===== config.mk =====
export PLATFORM = sky130hd
export DESIGN_NAME = bitbang_command_link_flat
export DESIGN_NICKNAME = d
export VERILOG_FILES = /design/src/rtl/bcl_pkg.sv /design/src/rtl/bcl_if.sv /design/src/rtl/bcl_regs.sv /design/src/rtl/bitbang_command_link.sv /design/src/flat_wrapper.sv
export SDC_FILE = /design/constraint.sdc
export NUM_CORES = 1
export LEC_CHECK = 0
export BUFFER_PORTS_ARGS = -buffer_cell sky130_fd_sc_hd__buf_2
export CELL_PAD_IN_SITES_DETAIL_PLACEMENT = 0
export CELL_PAD_IN_SITES_GLOBAL_PLACEMENT = 1
export CORE_MARGIN = 2
export CORE_UTILIZATION = 35
export DETAILED_ROUTE_END_ITERATION = 12
export HOLD_SLACK_MARGIN = 0.03
export PLACE_DENSITY_LB_ADDON = 0.1
export SYNTH_ARGS = -nofsm -noshare
export SYNTH_HDL_FRONTEND = slang
export SYNTH_SLANG_ARGS = --single-unit

===== constraint.sdc =====
create_clock -name clk -period 2.3 [get_ports clk]
set_input_delay 0.46 -clock clk [delete_from_list [all_inputs] [get_ports clk]]
set_output_delay 0.46 -clock clk [all_outputs]
set_load 0.05 [all_outputs]

===== src/rtl/bcl_pkg.sv =====
// ----------------------------------------------------------------------------
// bcl_pkg: shared types and constants for the bit-bang command link
// Register indexes, reset values, phase encoding and the timing register set.
// ----------------------------------------------------------------------------
package bcl_pkg;

  // timer and register widths
  localparam int TICK_W    = 16;
  localparam int REG_IDX_W = 3;
  localparam int BIT_IDX_W = 4;
  localparam int CMD_W     = 8;
  localparam int NIB_W     = 4;

  // number of data bits sent, and of bits sampled on receive
  localparam logic [BIT_IDX_W-1:0] DATA_BITS = 4'd8;

  // configuration register indexes
  localparam logic [REG_IDX_W-1:0] REG_TX_BIT     = 3'd0;
  localparam logic [REG_IDX_W-1:0] REG_TX_ACK     = 3'd1;
  localparam logic [REG_IDX_W-1:0] REG_RX_CONFIRM = 3'd2;
  localparam logic [REG_IDX_W-1:0] REG_RX_START   = 3'd3;
  localparam logic [REG_IDX_W-1:0] REG_RX_BIT     = 3'd4;
  localparam logic [REG_IDX_W-1:0] REG_RX_HOLD    = 3'd5;

  // register reset values, in ticks
  localparam logic [TICK_W-1:0] RST_TX_BIT     = 16'd104;
  localparam logic [TICK_W-1:0] RST_TX_ACK     = 16'd3000;
  localparam logic [TICK_W-1:0] RST_RX_CONFIRM = 16'd998;
  localparam logic [TICK_W-1:0] RST_RX_START   = 16'd20958;
  localparam logic [TICK_W-1:0] RST_RX_BIT     = 16'd5000;
  localparam logic [TICK_W-1:0] RST_RX_HOLD    = 16'd19960;

  // sequencer phases
  typedef enum logic [3:0] {
    PH_IDLE       = 4'd0,
    PH_TX_BIT     = 4'd1,
    PH_TX_ACK     = 4'd2,
    PH_RX_CONFIRM = 4'd3,
    PH_RX_START   = 4'd4,
    PH_RX_SAMPLE  = 4'd5,
    PH_RX_HOLD    = 4'd6
  } phase_t;

  // timing register set
  typedef struct packed {
    logic [TICK_W-1:0] tx_bit;
    logic [TICK_W-1:0] tx_ack;
    logic [TICK_W-1:0] rx_confirm;
    logic [TICK_W-1:0] rx_start;
    logic [TICK_W-1:0] rx_bit;
    logic [TICK_W-1:0] rx_hold;
  } cfg_regs_t;

endpackage


===== src/rtl/bcl_if.sv =====
// ----------------------------------------------------------------------------
// bcl_if: valid/ready channels of the bit-bang command link
// Tick input channel, per-tick result channel and configuration write channel.
// ----------------------------------------------------------------------------

// tick input: partner line sample plus optional command load
interface bcl_in_if;
  logic                     valid;
  logic                     ready;
  logic                     line_in;
  logic                     load_valid;
  logic [bcl_pkg::CMD_W-1:0] load_command;

  modport source (output valid, line_in, load_valid, load_command, input ready);
  modport sink   (input valid, line_in, load_valid, load_command, output ready);
endinterface

// per-tick result
interface bcl_out_if;
  logic                     valid;
  logic                     ready;
  logic                     tx_line;
  logic                     control_line;
  logic                     tx_done;
  logic                     tx_ok;
  logic                     rx_valid;
  logic [bcl_pkg::NIB_W-1:0] rx_command;
  logic                     busy_res;
  logic                     pending;

  modport source (output valid, tx_line, control_line, tx_done, tx_ok, rx_valid,
                  rx_command, busy_res, pending, input ready);
  modport sink   (input valid, tx_line, control_line, tx_done, tx_ok, rx_valid,
                  rx_command, busy_res, pending, output ready);
endinterface

// configuration register writes
interface bcl_cfg_if;
  logic                         valid;
  logic                         ready;
  logic [bcl_pkg::REG_IDX_W-1:0] index;
  logic [bcl_pkg::TICK_W-1:0]    data;

  modport source (output valid, index, data, input ready);
  modport sink   (input valid, index, data, output ready);
endinterface


===== src/rtl/bcl_regs.sv =====
// ----------------------------------------------------------------------------
// bcl_regs: timing register file
// Six 16-bit tick counts, written one beat at a time; unknown indexes dropped.
// ----------------------------------------------------------------------------
module bcl_regs (
  input  logic               clk,
  input  logic               rst_n,
  bcl_cfg_if.sink            cfg,
  output bcl_pkg::cfg_regs_t regs_o
);

  bcl_pkg::cfg_regs_t regs_r;

  // writes are always taken
  assign cfg.ready = 1'b1;

  // register update
  always_ff @(posedge clk) begin
    if (!rst_n) begin
      regs_r.tx_bit     <= bcl_pkg::RST_TX_BIT;
      regs_r.tx_ack     <= bcl_pkg::RST_TX_ACK;
      regs_r.rx_confirm <= bcl_pkg::RST_RX_CONFIRM;
      regs_r.rx_start   <= bcl_pkg::RST_RX_START;
      regs_r.rx_bit     <= bcl_pkg::RST_RX_BIT;
      regs_r.rx_hold    <= bcl_pkg::RST_RX_HOLD;
    end else if (cfg.valid) begin
      case (cfg.index)
        bcl_pkg::REG_TX_BIT:     regs_r.tx_bit     <= cfg.data;
        bcl_pkg::REG_TX_ACK:     regs_r.tx_ack     <= cfg.data;
        bcl_pkg::REG_RX_CONFIRM: regs_r.rx_confirm <= cfg.data;
        bcl_pkg::REG_RX_START:   regs_r.rx_start   <= cfg.data;
        bcl_pkg::REG_RX_BIT:     regs_r.rx_bit     <= cfg.data;
        bcl_pkg::REG_RX_HOLD:    regs_r.rx_hold    <= cfg.data;
        default: ;
      endcase
    end
  end

  assign regs_o = regs_r;

endmodule


===== src/rtl/bitbang_command_link.sv =====
// ----------------------------------------------------------------------------
// bitbang_command_link: timed single-wire command link
// One beat per microsecond tick; sends pending bytes, receives 4-bit commands.
// ----------------------------------------------------------------------------
// Usage:
//   in_ch  : one beat per tick, carrying the partner line sample and an
//            optional command byte to queue (load_valid/load_command).
//   out_ch : one result beat per input beat, in order: line levels, done and
//            receive pulses, busy and pending flags after that tick.
//   cfg_ch : register writes (index 0..5 = tx_bit, tx_ack, rx_confirm,
//            rx_start, rx_bit, rx_hold ticks); always ready. Write only
//            while no tick result is outstanding.
// Output: the result of a tick is registered and on out_ch in the cycle after the tick beat.
// Throughput: one tick per cycle unless out_ch stalls; the whole tick update is one pass of the
//   phase sequencer between the state registers and the result register.
// Stall: the result register holds its beat while out_ch.ready is low; a new
//   tick is taken in the same cycle the held beat leaves, so in_ch.ready
//   drops only while a result waits and the receiver is stalled.
// Reset (rst_n low, synchronous): idle, nothing pending, both lines high,
//   timing registers at their defaults, result register empty.
// ----------------------------------------------------------------------------
module bitbang_command_link (
  input  logic       clk,
  input  logic       rst_n,
  bcl_in_if.sink     in_ch,
  bcl_out_if.source  out_ch,
  bcl_cfg_if.sink    cfg_ch
);

  bcl_pkg::cfg_regs_t regs;

  bcl_regs u_regs (
    .clk    (clk),
    .rst_n  (rst_n),
    .cfg    (cfg_ch),
    .regs_o (regs)
  );

  // sequencer state
  bcl_pkg::phase_t                phase_r, phase_nxt;
  logic [bcl_pkg::TICK_W-1:0]     timer_r, timer_nxt;
  logic [bcl_pkg::BIT_IDX_W-1:0]  bit_r, bit_nxt;
  logic [bcl_pkg::CMD_W-1:0]      pend_r, pend_nxt;
  logic [bcl_pkg::NIB_W-1:0]      nib1_r, nib1_nxt;
  logic [bcl_pkg::NIB_W-1:0]      nib2_r, nib2_nxt;
  logic                           send_r, send_nxt;
  logic                           ctrl_r, ctrl_nxt;

  // result register
  logic                       out_valid_r;
  logic                       tx_done_r, tx_done_nxt;
  logic                       tx_ok_r, tx_ok_nxt;
  logic                       rx_valid_r, rx_valid_nxt;
  logic [bcl_pkg::NIB_W-1:0]  rx_cmd_r, rx_cmd_nxt;
  logic                       busy_r;
  logic                       pend_flag_r;
  logic                       line_out_r;
  logic                       ctrl_out_r;

  logic in_fire;
  logic in_send;
  logic elapsed;
  logic [bcl_pkg::TICK_W-1:0] timer_dec;
  logic [bcl_pkg::CMD_W-1:0]  pend_eff;
  logic                       bit_lt8;
  logic                       nib_match;

  assign in_ch.ready = !out_valid_r || out_ch.ready;
  assign in_fire     = in_ch.valid && in_ch.ready;

  // shared tick helpers
  assign in_send   = (phase_r == bcl_pkg::PH_TX_BIT) || (phase_r == bcl_pkg::PH_TX_ACK);
  assign elapsed   = (timer_r <= bcl_pkg::TICK_W'(1));
  assign timer_dec = timer_r - bcl_pkg::TICK_W'(1);
  assign bit_lt8   = (bit_r < bcl_pkg::DATA_BITS);
  assign nib_match = (nib1_r == nib2_r) && (nib1_r != '0);

  // command load comes before the idle decision; blocked during a send
  assign pend_eff = (in_ch.load_valid && (in_ch.load_command != '0) && !in_send)
                    ? in_ch.load_command : pend_r;

  // next phase
  always_comb begin
    phase_nxt = phase_r;
    case (phase_r)
      bcl_pkg::PH_IDLE: begin
        if (!in_ch.line_in) begin
          phase_nxt = (pend_eff != '0) ? bcl_pkg::PH_TX_BIT : bcl_pkg::PH_RX_CONFIRM;
        end
      end
      bcl_pkg::PH_TX_BIT: begin
        if (elapsed && !bit_lt8) phase_nxt = bcl_pkg::PH_TX_ACK;
      end
      bcl_pkg::PH_TX_ACK: begin
        if (elapsed) phase_nxt = bcl_pkg::PH_IDLE;
      end
      bcl_pkg::PH_RX_CONFIRM: begin
        if (elapsed) begin
          phase_nxt = in_ch.line_in ? bcl_pkg::PH_IDLE : bcl_pkg::PH_RX_START;
        end
      end
      bcl_pkg::PH_RX_START, bcl_pkg::PH_RX_SAMPLE: begin
        if (elapsed) begin
          if (bit_lt8)        phase_nxt = bcl_pkg::PH_RX_SAMPLE;
          else if (nib_match) phase_nxt = bcl_pkg::PH_RX_HOLD;
          else                phase_nxt = bcl_pkg::PH_IDLE;
        end
      end
      bcl_pkg::PH_RX_HOLD: begin
        if (elapsed) phase_nxt = bcl_pkg::PH_IDLE;
      end
      default: phase_nxt = bcl_pkg::PH_IDLE;
    endcase
  end

  // datapath and per-tick outputs
  always_comb begin
    timer_nxt    = timer_r;
    bit_nxt      = bit_r;
    pend_nxt     = pend_eff;
    nib1_nxt     = nib1_r;
    nib2_nxt     = nib2_r;
    send_nxt     = send_r;
    ctrl_nxt     = ctrl_r;
    tx_done_nxt  = 1'b0;
    tx_ok_nxt    = 1'b0;
    rx_valid_nxt = 1'b0;
    rx_cmd_nxt   = '0;
    case (phase_r)
      bcl_pkg::PH_IDLE: begin
        if (!in_ch.line_in) begin
          if (pend_eff != '0) begin
            ctrl_nxt  = 1'b0;
            send_nxt  = 1'b0;
            bit_nxt   = '0;
            timer_nxt = regs.tx_bit;
          end else begin
            timer_nxt = regs.rx_confirm;
          end
        end
      end
      bcl_pkg::PH_TX_BIT: begin
        timer_nxt = elapsed ? '0 : timer_dec;
        if (elapsed) begin
          if (bit_lt8) begin
            // data bits go out LSB first
            send_nxt  = pend_r[bit_r[2:0]];
            bit_nxt   = bit_r + bcl_pkg::BIT_IDX_W'(1);
            timer_nxt = regs.tx_bit;
          end else begin
            send_nxt  = 1'b1;
            timer_nxt = regs.tx_ack;
          end
        end
      end
      bcl_pkg::PH_TX_ACK: begin
        timer_nxt = elapsed ? '0 : timer_dec;
        if (elapsed) begin
          tx_done_nxt = 1'b1;
          if (in_ch.line_in) begin
            tx_ok_nxt = 1'b1;
            ctrl_nxt  = 1'b1;
            pend_nxt  = '0;
          end
        end
      end
      bcl_pkg::PH_RX_CONFIRM: begin
        timer_nxt = elapsed ? '0 : timer_dec;
        if (elapsed && !in_ch.line_in) begin
          ctrl_nxt  = 1'b0;
          nib1_nxt  = '0;
          nib2_nxt  = '0;
          bit_nxt   = '0;
          timer_nxt = regs.rx_start;
        end
      end
      bcl_pkg::PH_RX_START, bcl_pkg::PH_RX_SAMPLE: begin
        timer_nxt = elapsed ? '0 : timer_dec;
        if (elapsed) begin
          if (bit_lt8) begin
            // two nibbles, each MSB first
            if (!bit_r[2]) nib1_nxt[~bit_r[1:0]] = nib1_r[~bit_r[1:0]] | in_ch.line_in;
            else           nib2_nxt[~bit_r[1:0]] = nib2_r[~bit_r[1:0]] | in_ch.line_in;
            bit_nxt   = bit_r + bcl_pkg::BIT_IDX_W'(1);
            timer_nxt = regs.rx_bit;
          end else if (nib_match) begin
            ctrl_nxt  = 1'b1;
            timer_nxt = regs.rx_hold;
          end
        end
      end
      bcl_pkg::PH_RX_HOLD: begin
        timer_nxt = elapsed ? '0 : timer_dec;
        if (elapsed) begin
          rx_valid_nxt = 1'b1;
          rx_cmd_nxt   = nib1_r;
        end
      end
      default: ;
    endcase
  end

  // state registers advance once per accepted tick
  always_ff @(posedge clk) begin
    if (!rst_n) begin
      phase_r <= bcl_pkg::PH_IDLE;
      timer_r <= '0;
      bit_r   <= '0;
      pend_r  <= '0;
      nib1_r  <= '0;
      nib2_r  <= '0;
      send_r  <= 1'b1;
      ctrl_r  <= 1'b1;
    end else if (in_fire) begin
      phase_r <= phase_nxt;
      timer_r <= timer_nxt;
      bit_r   <= bit_nxt;
      pend_r  <= pend_nxt;
      nib1_r  <= nib1_nxt;
      nib2_r  <= nib2_nxt;
      send_r  <= send_nxt;
      ctrl_r  <= ctrl_nxt;
    end
  end

  // result register valid
  always_ff @(posedge clk) begin
    if (!rst_n) begin
      out_valid_r <= 1'b0;
    end else if (in_fire) begin
      out_valid_r <= 1'b1;
    end else if (out_ch.ready) begin
      out_valid_r <= 1'b0;
    end
  end

  // result register payload
  always_ff @(posedge clk) begin
    if (in_fire) begin
      line_out_r  <= send_nxt;
      ctrl_out_r  <= ctrl_nxt;
      tx_done_r   <= tx_done_nxt;
      tx_ok_r     <= tx_ok_nxt;
      rx_valid_r  <= rx_valid_nxt;
      rx_cmd_r    <= rx_cmd_nxt;
      busy_r      <= (phase_nxt != bcl_pkg::PH_IDLE);
      pend_flag_r <= (pend_nxt != '0);
    end
  end

  assign out_ch.valid        = out_valid_r;
  assign out_ch.tx_line      = line_out_r;
  assign out_ch.control_line = ctrl_out_r;
  assign out_ch.tx_done      = tx_done_r;
  assign out_ch.tx_ok        = tx_ok_r;
  assign out_ch.rx_valid     = rx_valid_r;
  assign out_ch.rx_command   = rx_cmd_r;
  assign out_ch.busy_res     = busy_r;
  assign out_ch.pending      = pend_flag_r;

  // checks
  a_send_has_cmd: assert property (@(posedge clk) disable iff (!rst_n)
    ((phase_r == bcl_pkg::PH_TX_BIT) || (phase_r == bcl_pkg::PH_TX_ACK)) |-> (pend_r != '0))
    else $error("send phase with no pending command");

  a_done_idle: assert property (@(posedge clk) disable iff (!rst_n)
    (out_valid_r && tx_done_r) |-> (!busy_r && line_out_r))
    else $error("send finished but sequencer still busy or line low");

  a_ok_clears: assert property (@(posedge clk) disable iff (!rst_n)
    (out_valid_r && tx_ok_r) |-> (tx_done_r && !pend_flag_r && ctrl_out_r))
    else $error("acknowledged send left state inconsistent");

  a_rx_report: assert property (@(posedge clk) disable iff (!rst_n)
    (out_valid_r && rx_valid_r) |-> (ctrl_out_r && (rx_cmd_r != '0) && !busy_r))
    else $error("bad receive report");

  a_fire_result: assert property (@(posedge clk) disable iff (!rst_n)
    in_fire |=> out_valid_r)
    else $error("accepted tick produced no result");

endmodule


===== src/flat_wrapper.sv =====
// flat-port wrapper written by rule: the top's interface ports become plain ports
module bitbang_command_link_flat 
  (clk, rst_n, in_ch_valid, in_ch_line_in, in_ch_load_valid, in_ch_load_command, in_ch_ready, out_ch_valid, out_ch_tx_line, out_ch_control_line, out_ch_tx_done, out_ch_tx_ok, out_ch_rx_valid, out_ch_rx_command, out_ch_busy_res, out_ch_pending, out_ch_ready, cfg_ch_valid, cfg_ch_index, cfg_ch_data, cfg_ch_ready);
  bcl_in_if in_ch_i ();
  bcl_out_if out_ch_i ();
  bcl_cfg_if cfg_ch_i ();
  input  logic clk;
  input  logic rst_n;
  input wire logic [$bits(in_ch_i.valid)-1:0] in_ch_valid;
  input wire logic [$bits(in_ch_i.line_in)-1:0] in_ch_line_in;
  input wire logic [$bits(in_ch_i.load_valid)-1:0] in_ch_load_valid;
  input wire logic [$bits(in_ch_i.load_command)-1:0] in_ch_load_command;
  output wire logic [$bits(in_ch_i.ready)-1:0] in_ch_ready;
  output wire logic [$bits(out_ch_i.valid)-1:0] out_ch_valid;
  output wire logic [$bits(out_ch_i.tx_line)-1:0] out_ch_tx_line;
  output wire logic [$bits(out_ch_i.control_line)-1:0] out_ch_control_line;
  output wire logic [$bits(out_ch_i.tx_done)-1:0] out_ch_tx_done;
  output wire logic [$bits(out_ch_i.tx_ok)-1:0] out_ch_tx_ok;
  output wire logic [$bits(out_ch_i.rx_valid)-1:0] out_ch_rx_valid;
  output wire logic [$bits(out_ch_i.rx_command)-1:0] out_ch_rx_command;
  output wire logic [$bits(out_ch_i.busy_res)-1:0] out_ch_busy_res;
  output wire logic [$bits(out_ch_i.pending)-1:0] out_ch_pending;
  input wire logic [$bits(out_ch_i.ready)-1:0] out_ch_ready;
  input wire logic [$bits(cfg_ch_i.valid)-1:0] cfg_ch_valid;
  input wire logic [$bits(cfg_ch_i.index)-1:0] cfg_ch_index;
  input wire logic [$bits(cfg_ch_i.data)-1:0] cfg_ch_data;
  output wire logic [$bits(cfg_ch_i.ready)-1:0] cfg_ch_ready;
  assign in_ch_i.valid = in_ch_valid;
  assign in_ch_i.line_in = in_ch_line_in;
  assign in_ch_i.load_valid = in_ch_load_valid;
  assign in_ch_i.load_command = in_ch_load_command;
  assign in_ch_ready = in_ch_i.ready;
  assign out_ch_valid = out_ch_i.valid;
  assign out_ch_tx_line = out_ch_i.tx_line;
  assign out_ch_control_line = out_ch_i.control_line;
  assign out_ch_tx_done = out_ch_i.tx_done;
  assign out_ch_tx_ok = out_ch_i.tx_ok;
  assign out_ch_rx_valid = out_ch_i.rx_valid;
  assign out_ch_rx_command = out_ch_i.rx_command;
  assign out_ch_busy_res = out_ch_i.busy_res;
  assign out_ch_pending = out_ch_i.pending;
  assign out_ch_i.ready = out_ch_ready;
  assign cfg_ch_i.valid = cfg_ch_valid;
  assign cfg_ch_i.index = cfg_ch_index;
  assign cfg_ch_i.data = cfg_ch_data;
  assign cfg_ch_ready = cfg_ch_i.ready;
  bitbang_command_link u_core (.clk(clk), .rst_n(rst_n), .in_ch(in_ch_i), .out_ch(out_ch_i), .cfg_ch(cfg_ch_i));
endmodule

== Word level (Yosys, flattened, before mapping) ==
Index checks and enable logic that the tools add are counted.

* Output and inout port bits: 14
* Memories: 0
* Bits in read-only memories: 0
* Bits in latches: 0
* Bits in registers: 150
* Memory bits (writable): 0
* Input bits: 34

* Equal/unequal tests: 21
* Shift operators: 0
* Multipliers: 0
* Bitwise logic cells: 3
* Div/mod/pow operators: 0
* Multiplexer cells: 66
* Reductions and logical operators: 39
* $lt $le $gt $ge: 5
* $add $sub $neg: 2

{| class="wikitable"
|+ Operators by type and width
! cell !! count
|-
| $mux W16 || 9
|-
| $pmux W16 S5 || 1
|-
| $mux W4 || 17
|-
| $mux W8 || 4
|-
| $reduce_bool A8 Y1 || 3
|-
| $mux W1 || 20
|-
| $pmux W4 S5 || 1
|-
| $le A16 B1 Y1 const B || 1
|-
| $pmux W4 S2 || 2
|-
| $reduce_and A2 Y1 || 8
|-
| $sub A16 B1 Y16 const B || 1
|-
| $ne A2 B1 Y1 const B || 7
|-
| $eq A4 B3 Y1 const B || 3
|-
| $pmux W4 S3 || 1
|-
| $reduce_and A6 Y1 || 2
|-
| $bwmux W4 || 2
|-
| $eq A4 B2 Y1 const B || 2
|-
| $reduce_bool A4 Y1 || 2
|-
| $logic_and A1 B1 Y1 || 7
|-
| $reduce_and A7 Y1 || 1
|-
| $eq A3 B2 Y1 const B || 2
|-
| $eq A3 B3 Y1 const B || 2
|-
| $mux W3 || 2
|-
| $reduce_bool A5 Y1 || 1
|-
| 26 further kinds || 35
|}

== Longest topological paths before layout ==
* Depth after elaboration: 10
* Mapped depth: 10
* Depth with buffers taken out: 8

== Hierarchy ==
Synthesis repeated with hierarchy kept, for this count alone.

* Cell total of the unflattened synthesis: 855
* Area, all modules: 7786.2 um^2

{| class="wikitable"
|+ Modules (own cells, without submodules)
! module !! times used !! area each (um^2) !! cells each
|-
| bitbang_command_link || 1 || 4061.4 || 501
|-
| bcl_regs || 1 || 3724.8 || 354
|}

== Worst setup path before layout ==
OpenSTA, ideal clock, no wires.

* Kind: reg-to-reg
* From: reg u_core.timer_r[8] (netlist bit)
* To: reg u_core.busy_r (netlist: u_core.out_ch.busy_res), data pin
* Slack: -133 ps
* Stages on the path, launching flop included: 10
* Setup time: 270 ps
* Path buffers: 3
* Arrival: 2163 ps
* Data required time: 2030 ps
* Cells stage by stage: dfxtp_1 or4_4 or3_1 buf_2 nor3_4 buf_6 buf_4 o22ai_1 a31oi_1 o211ai_1

* Cells in the longest elaborated chain, start to end: 5
* Elaborated cells between the ends (all ways): 8

{| class="wikitable"
|+ Ends and longest elaborated chain
! what !! line !! RTL
|-
| from (decl) || bitbang_command_link.sv:41 || <nowiki>logic [bcl_pkg::TICK_W-1:0] timer_r, timer_nxt;</nowiki>
|-
| from (signal assigned) || bitbang_command_link.sv:216 || <nowiki>timer_r <= timer_nxt;</nowiki>
|-
| $le A16 B1 Y1 (*) || bitbang_command_link.sv:73 || <nowiki>assign elapsed = (timer_r <= bcl_pkg::TICK_W'(1));</nowiki>
|-
| $logic_and A1 B1 Y1 || bitbang_command_link.sv:92 || <nowiki>if (elapsed && !bit_lt8) phase_nxt = bcl_pkg::PH_TX_ACK;</nowiki>
|-
| $mux W4 || bitbang_command_link.sv:92 ||
|-
| $pmux W4 S5 (*) || bitbang_command_link.sv:85 || <nowiki>case (phase_r)</nowiki>
|-
| $reduce_bool A4 Y1 (*) || bitbang_command_link.sv:246 || <nowiki>busy_r <= (phase_nxt != bcl_pkg::PH_IDLE);</nowiki>
|-
| to (signal assigned) || bitbang_command_link.sv:246 ||
|-
| to (decl) || bitbang_command_link.sv:55 || <nowiki>logic busy_r;</nowiki>
|}

Every way passes the cells marked *; elsewhere a longest branch is shown, timed or not.
A chain may end at the register's enable or synchronous reset.

== Worst setup path in the final report ==
* From: reg u_core.timer_r[8] (netlist bit)
* To: reg u_core.timer_r[11] (netlist bit)

* Cells in the longest elaborated chain, start to end: 6
* Elaborated cells between the ends (all ways): 10

{| class="wikitable"
|+ Ends and longest elaborated chain
! what !! line !! RTL
|-
| $sub A16 B1 Y16 / $le A16 B1 Y1 (equally long branches) || bitbang_command_link.sv:74, bitbang_command_link.sv:73 ||
|-
| $mux W16 || n/a ||
|-
| $mux W16 || bitbang_command_link.sv:186 || <nowiki>end else if (nib_match) begin</nowiki>
|-
| $mux W16 || bitbang_command_link.sv:180 || <nowiki>if (bit_lt8) begin</nowiki>
|-
| $mux W16 || bitbang_command_link.sv:179 || <nowiki>if (elapsed) begin</nowiki>
|-
| $pmux W16 S5 (*) || bitbang_command_link.sv:129 || <nowiki>case (phase_r)</nowiki>
|}

Marked as above.

==> out/results.env <==
ANTENNA_FOUND_INITIAL=1
POWER-PER-CELL-AREA_nW_PER_UM2=776
LAYOUT.CELLS.NON_FILLER=1370
NUMBER_OF_DIODES=0
FINAL_PERIOD_MINUS_WORST_SETUP_SLACK_NS=2.31
CELL_INTERNAL_PWR_mW=5.20
NUMBER_OF_ENABLE_FLIP_FLOP_CELLS_AFTER_SYNTHESIS=11
PATH_DELAY_FAMILY='simple AND/OR/NAND/NOR gates'
RUN_STATUS='finished, violations left'
COMBINATIONAL_FRACTION_OF_DESIGN_POWER_PCT=24.8
CRIT_FANOUT=6
CLK_PIN_SLEW_NS=0.06
DRT-TOTAL-WL_UM=28800
CP-END-KIND='register'
YS_SEQ_AREA_SHARE_PCT=41.0
PATH_BUF_INV=1
DETAIL_ROUTE.VIAS_PER_CELL=5.58
TRITONCTS_NUM_SINKS=150
SYNTHMUXAREASHARE_PCT=4.75
DRT_PASS_1_ITERS=5
POST_DP_CELL_AREA_UM2=8850
GRT_PASS1_WL_UM=43800
YOSYS_MOST_USED_DFF='sky130_fd_sc_hd__dfxtp_1'
FINAL_HOLD_VIOLS=0
DR_TOTAL_VIAS=7639
SYNTH_TOP_FAMILY_BY_AREA='simple AND/OR/NAND/NOR gates'
DETAIL-ROUTE-ANTENNA-NETS=0
CTS-HOLD-FIX-BUFFERS=0
IO_PINS=48
DP_SLACK_NS=-0.117
SYN_AREA_UM2=7580
CORE_AREA_UM2=21200
SYNTH-SIMPLE-AREA-SHARE_PCT=26.3
WORST_PIN_SLEW_NS=0.688
GRT_PASS1_VIAS=7307
GRT_MAX_DEGREE=47
ASYNCSETRESETFLOPFRACSYNTH_PCT=0
FP.DIEH_UM=151
SYNTH_COMMONEST_CELLS='sky130_fd_sc_hd__nand2_1 (236), sky130_fd_sc_hd__dfxtp_1 (139), sky130_fd_sc_hd__a21oi_1 (104)'
CLOCK_POWER_SHARE_PCT=38.0
FINAL_MAX_SLEW_VIOL_COUNT=0
POST_ROUTE_CELLS_DRIVE_ABOVE_1_SHARE_PCT=25.8
SYNTH_TOP_AREA_SHARE_PCT=36.7
CLOCK.FMAX_MHz=432
DIE_AREA_UM2=22900
ROUTE.DETAILED.DRC=0
HOLD_CLASS='input port to register'
HPWL_UM=20300
CPPEAKSTAGEDELAY_NS=0.54
ADDER_CELL_SHARE_OF_THE_SYNTHESIZED_AREA_PCT=0.990
TIMING.MAX_SLEW.REL_SLACK_PCT=53.7
WORSTPATHREQUIRED_NS=2.62
CP_DATA_ARRIVAL_TIME_NS=2.64
GP_CONGESTION=0.864
AVERAGE_CELL_AREA_AFTER_SYNTHESIS_UM2=7.88
STARTING_DRC_COUNT_IN_DETAILED_ROUTING=548
FINISH.INSTANCE_AREA_UM2=9790
VDD_IR_DROP_MAX_mV=0.454
POWER.TOTAL_mW=7.59
SYNTHTOLAYOUTAREAGROWTH_PCT=29.1
GROUTE.USAGE.OVERALL_PCT=25.7
WORSTPATHCELLLIST='or4_4 > or3_4 > nor3_4 > buf_6 > a31oi_2 > o32a_1 > o221a_1'
INITIAL_UTILIZATION_PCT=35.8
FINALSETUPVIOLCOUNT=2
PORTBUFFERS=46
COMPOUND_GATE_PORTION_OF_THE_SYNTHESIZED_AREA_PCT=20.5
DRV_CAP=0
FIN_NETS=1122
LAYOUT_WORST_PATH_CYCLE_SHARE_PCT=101
CTS_MADE_BUFFERS=17
SYNTH_XOR_XNOR_AREA_SHARE_PCT=1.62
H-TREE-DEPTH=4
SYNTH-SEQ-CELLS=150
YOSYS_WARNINGS=0
SYNTH.NET_COUNT=1002
SWITCHING_PORTION_OF_TOTAL_POWER_PCT=31.5
FLOORPLAN.ROWS=53
CTS-ROOT-TO-SINK-BUFFERS=2
FAILED_CHECKS='setup timing'
NETLIST_TOP_CELLS_AREA='sky130_fd_sc_hd__dfxtp_1 (37%), sky130_fd_sc_hd__nand2_1 (12%), sky130_fd_sc_hd__a21oi_1 (6.9%)'
CPMAXSTAGEDELAYCELL='sky130_fd_sc_hd__or4_4'
SWITCHING_POWER_OF_THE_NETS_mW=2.39
DIE_X_UM=151
CLOCK_TREE_FROM_TRITONCTS='yes'
CLOCKROOTBUFFER='sky130_fd_sc_hd__clkbuf_16'
FINAL_ROUTED_WIRE_LENGTH_DIVIDED_BY_CELL_COUNT_UM=21.0
PATH_CLASS='register to register'
STATIC-LEAKAGE-POWER_nW=3.94
YOSYSMOSTFREQUENTCELL='sky130_fd_sc_hd__nand2_1'
GLOBALROUTE.TOTALOVERFLOW=0
SYNTH.LIB_CELLS_USED.DISTINCT=77
SYNTH_TOP_AREA_CELL='sky130_fd_sc_hd__dfxtp_1'
SYN-INSTANCE-COUNT=962
GRT_SETUP_UNREPAIRED='yes'
POWER.SHARE.SEQUENTIAL_PCT=37.2
FINAL_CRITICAL_PATH_SETUP_SLACK_NS=-0.0146
PLACE.DETAILED.INSTANCES=1327
WORST_CLOCK_SKEW_NS=0.00715
CLK-INSERTION-DELAY-LATE_NS=0.44
WORST_SETUP_PATH_START_KIND='register'
-- layout by cell type, fill, tap and decap left out, drive strengths merged, types with 21 or more instances in the layout --
cell type,n
a21oi,105
a31oi,27
buf,173
clkbuf,21
dfxtp,139
inv,22
nand2,236
nand3,62
nor2,36
o21ai,31
-- cells by family after synthesis --
group,after synthesis
AND/OR/NAND/NOR,428
AO/OA/AOI/OAI,244
flip-flops,150
buffers and inverters,89
multiplexers,30
XOR/XNOR,14
adder cells (fa/ha/maj),6
other,1
-- power by group through the flow --
stage	Clock, mW	Combinational [mW]	Sequential (mW)
6_report	2.89	1.89	2.82
5_1_grt	3.04	2.02	2.83
4_1_cts	2.95	1.71	2.82
3_5_place_dp	0	1.67	2.87
3_3_place_gp	0	1.68	2.88
2_1_floorplan	0	0.890	2.93
-- worst register-to-register path, cell delays in order, from the launching register on --
cell and delay (ns):
sky130_fd_sc_hd__dfxtp_2 0.32, sky130_fd_sc_hd__or4_4 0.54, sky130_fd_sc_hd__or3_4 0.38, sky130_fd_sc_hd__nor3_4 0.17
sky130_fd_sc_hd__buf_6 0.17, sky130_fd_sc_hd__a31oi_2 0.08, sky130_fd_sc_hd__o32a_1 0.34, sky130_fd_sc_hd__o221a_1 0.21
-- registers in the layout, summed over array words and instances (netlist names) --
signal / count
u_core.bit_r: 4
u_core.ctrl_r: 1
u_core.nib1_r: 4
u_core.nib2_r: 4
u_core.out_ch.busy_res: 1
u_core.out_ch.control_line: 1
u_core.out_ch.pending: 1
u_core.out_ch.rx_command: 4
u_core.out_ch.rx_valid: 1
u_core.out_ch.tx_done: 1
u_core.out_ch.tx_line: 1
u_core.out_ch.tx_ok: 1
u_core.out_ch.valid: 1
u_core.pend_r: 8
u_core.phase_r: 4
u_core.send_r: 1
u_core.timer_r: 16
u_core.u_regs.regs_o: 96
-- final cells by class --
type                            instances  area [um2]
Sequential cell                       150        3120
Multi-Input combinational cell        723        4330
Inverter                               16        60.1
Clock inverter                         12         128
Fill cell                            2199       11400
Timing Repair Buffer                  174        1330
Tap cell                              275         344
Clock buffer                           20         478
-- metal layers --
layer	global-route usage [%]	vias up	part of all wire, %
met1	35.6	3700	46
met5	0	-	0
met2	40.8	224	46
li1	-	3673	-
met4	6.87	0	2.0
met3	4.91	42	5.6
-- through the flow --
step	utilization (%)	TNS (ns)	hold slack, ns
finish	46.3	-0.0154	0.279
global placement	41.8	-0.788	0.442
global route	46.3	-1.50	0.282
CTS	44.9	-0.0155	0.264
detailed placement	41.8	-0.961	0.447
floorplan	-	-0.0503	0.432
-- timing repair --
item | in CTS | in global routing
pin swaps | 3 | 32
hold endpoints to repair | 0 | 0
resized for setup | 6 | 53
buffers inserted | 2 | 9
setup endpoints to repair | 21 | 38
cloned | 0 | 1
-- worst paths after layout --
check / cells past startpoint / from / endpoint / slack [ns]
worst max register to register: 7 / u_core.timer_r[8] / u_core.timer_r[11] / -0.01
worst max-delay path: 7 / u_core.timer_r[8] / u_core.timer_r[11] / -0.01
worst min-delay path: 3 / in_ch_load_command[5] / u_core.pend_r[5] / 0.28
worst min register to register: 2 / u_core.u_regs.regs_o[70] / u_core.u_regs.regs_o[70] / 0.46
No activity file was read; power rests on OpenSTA's default activity.
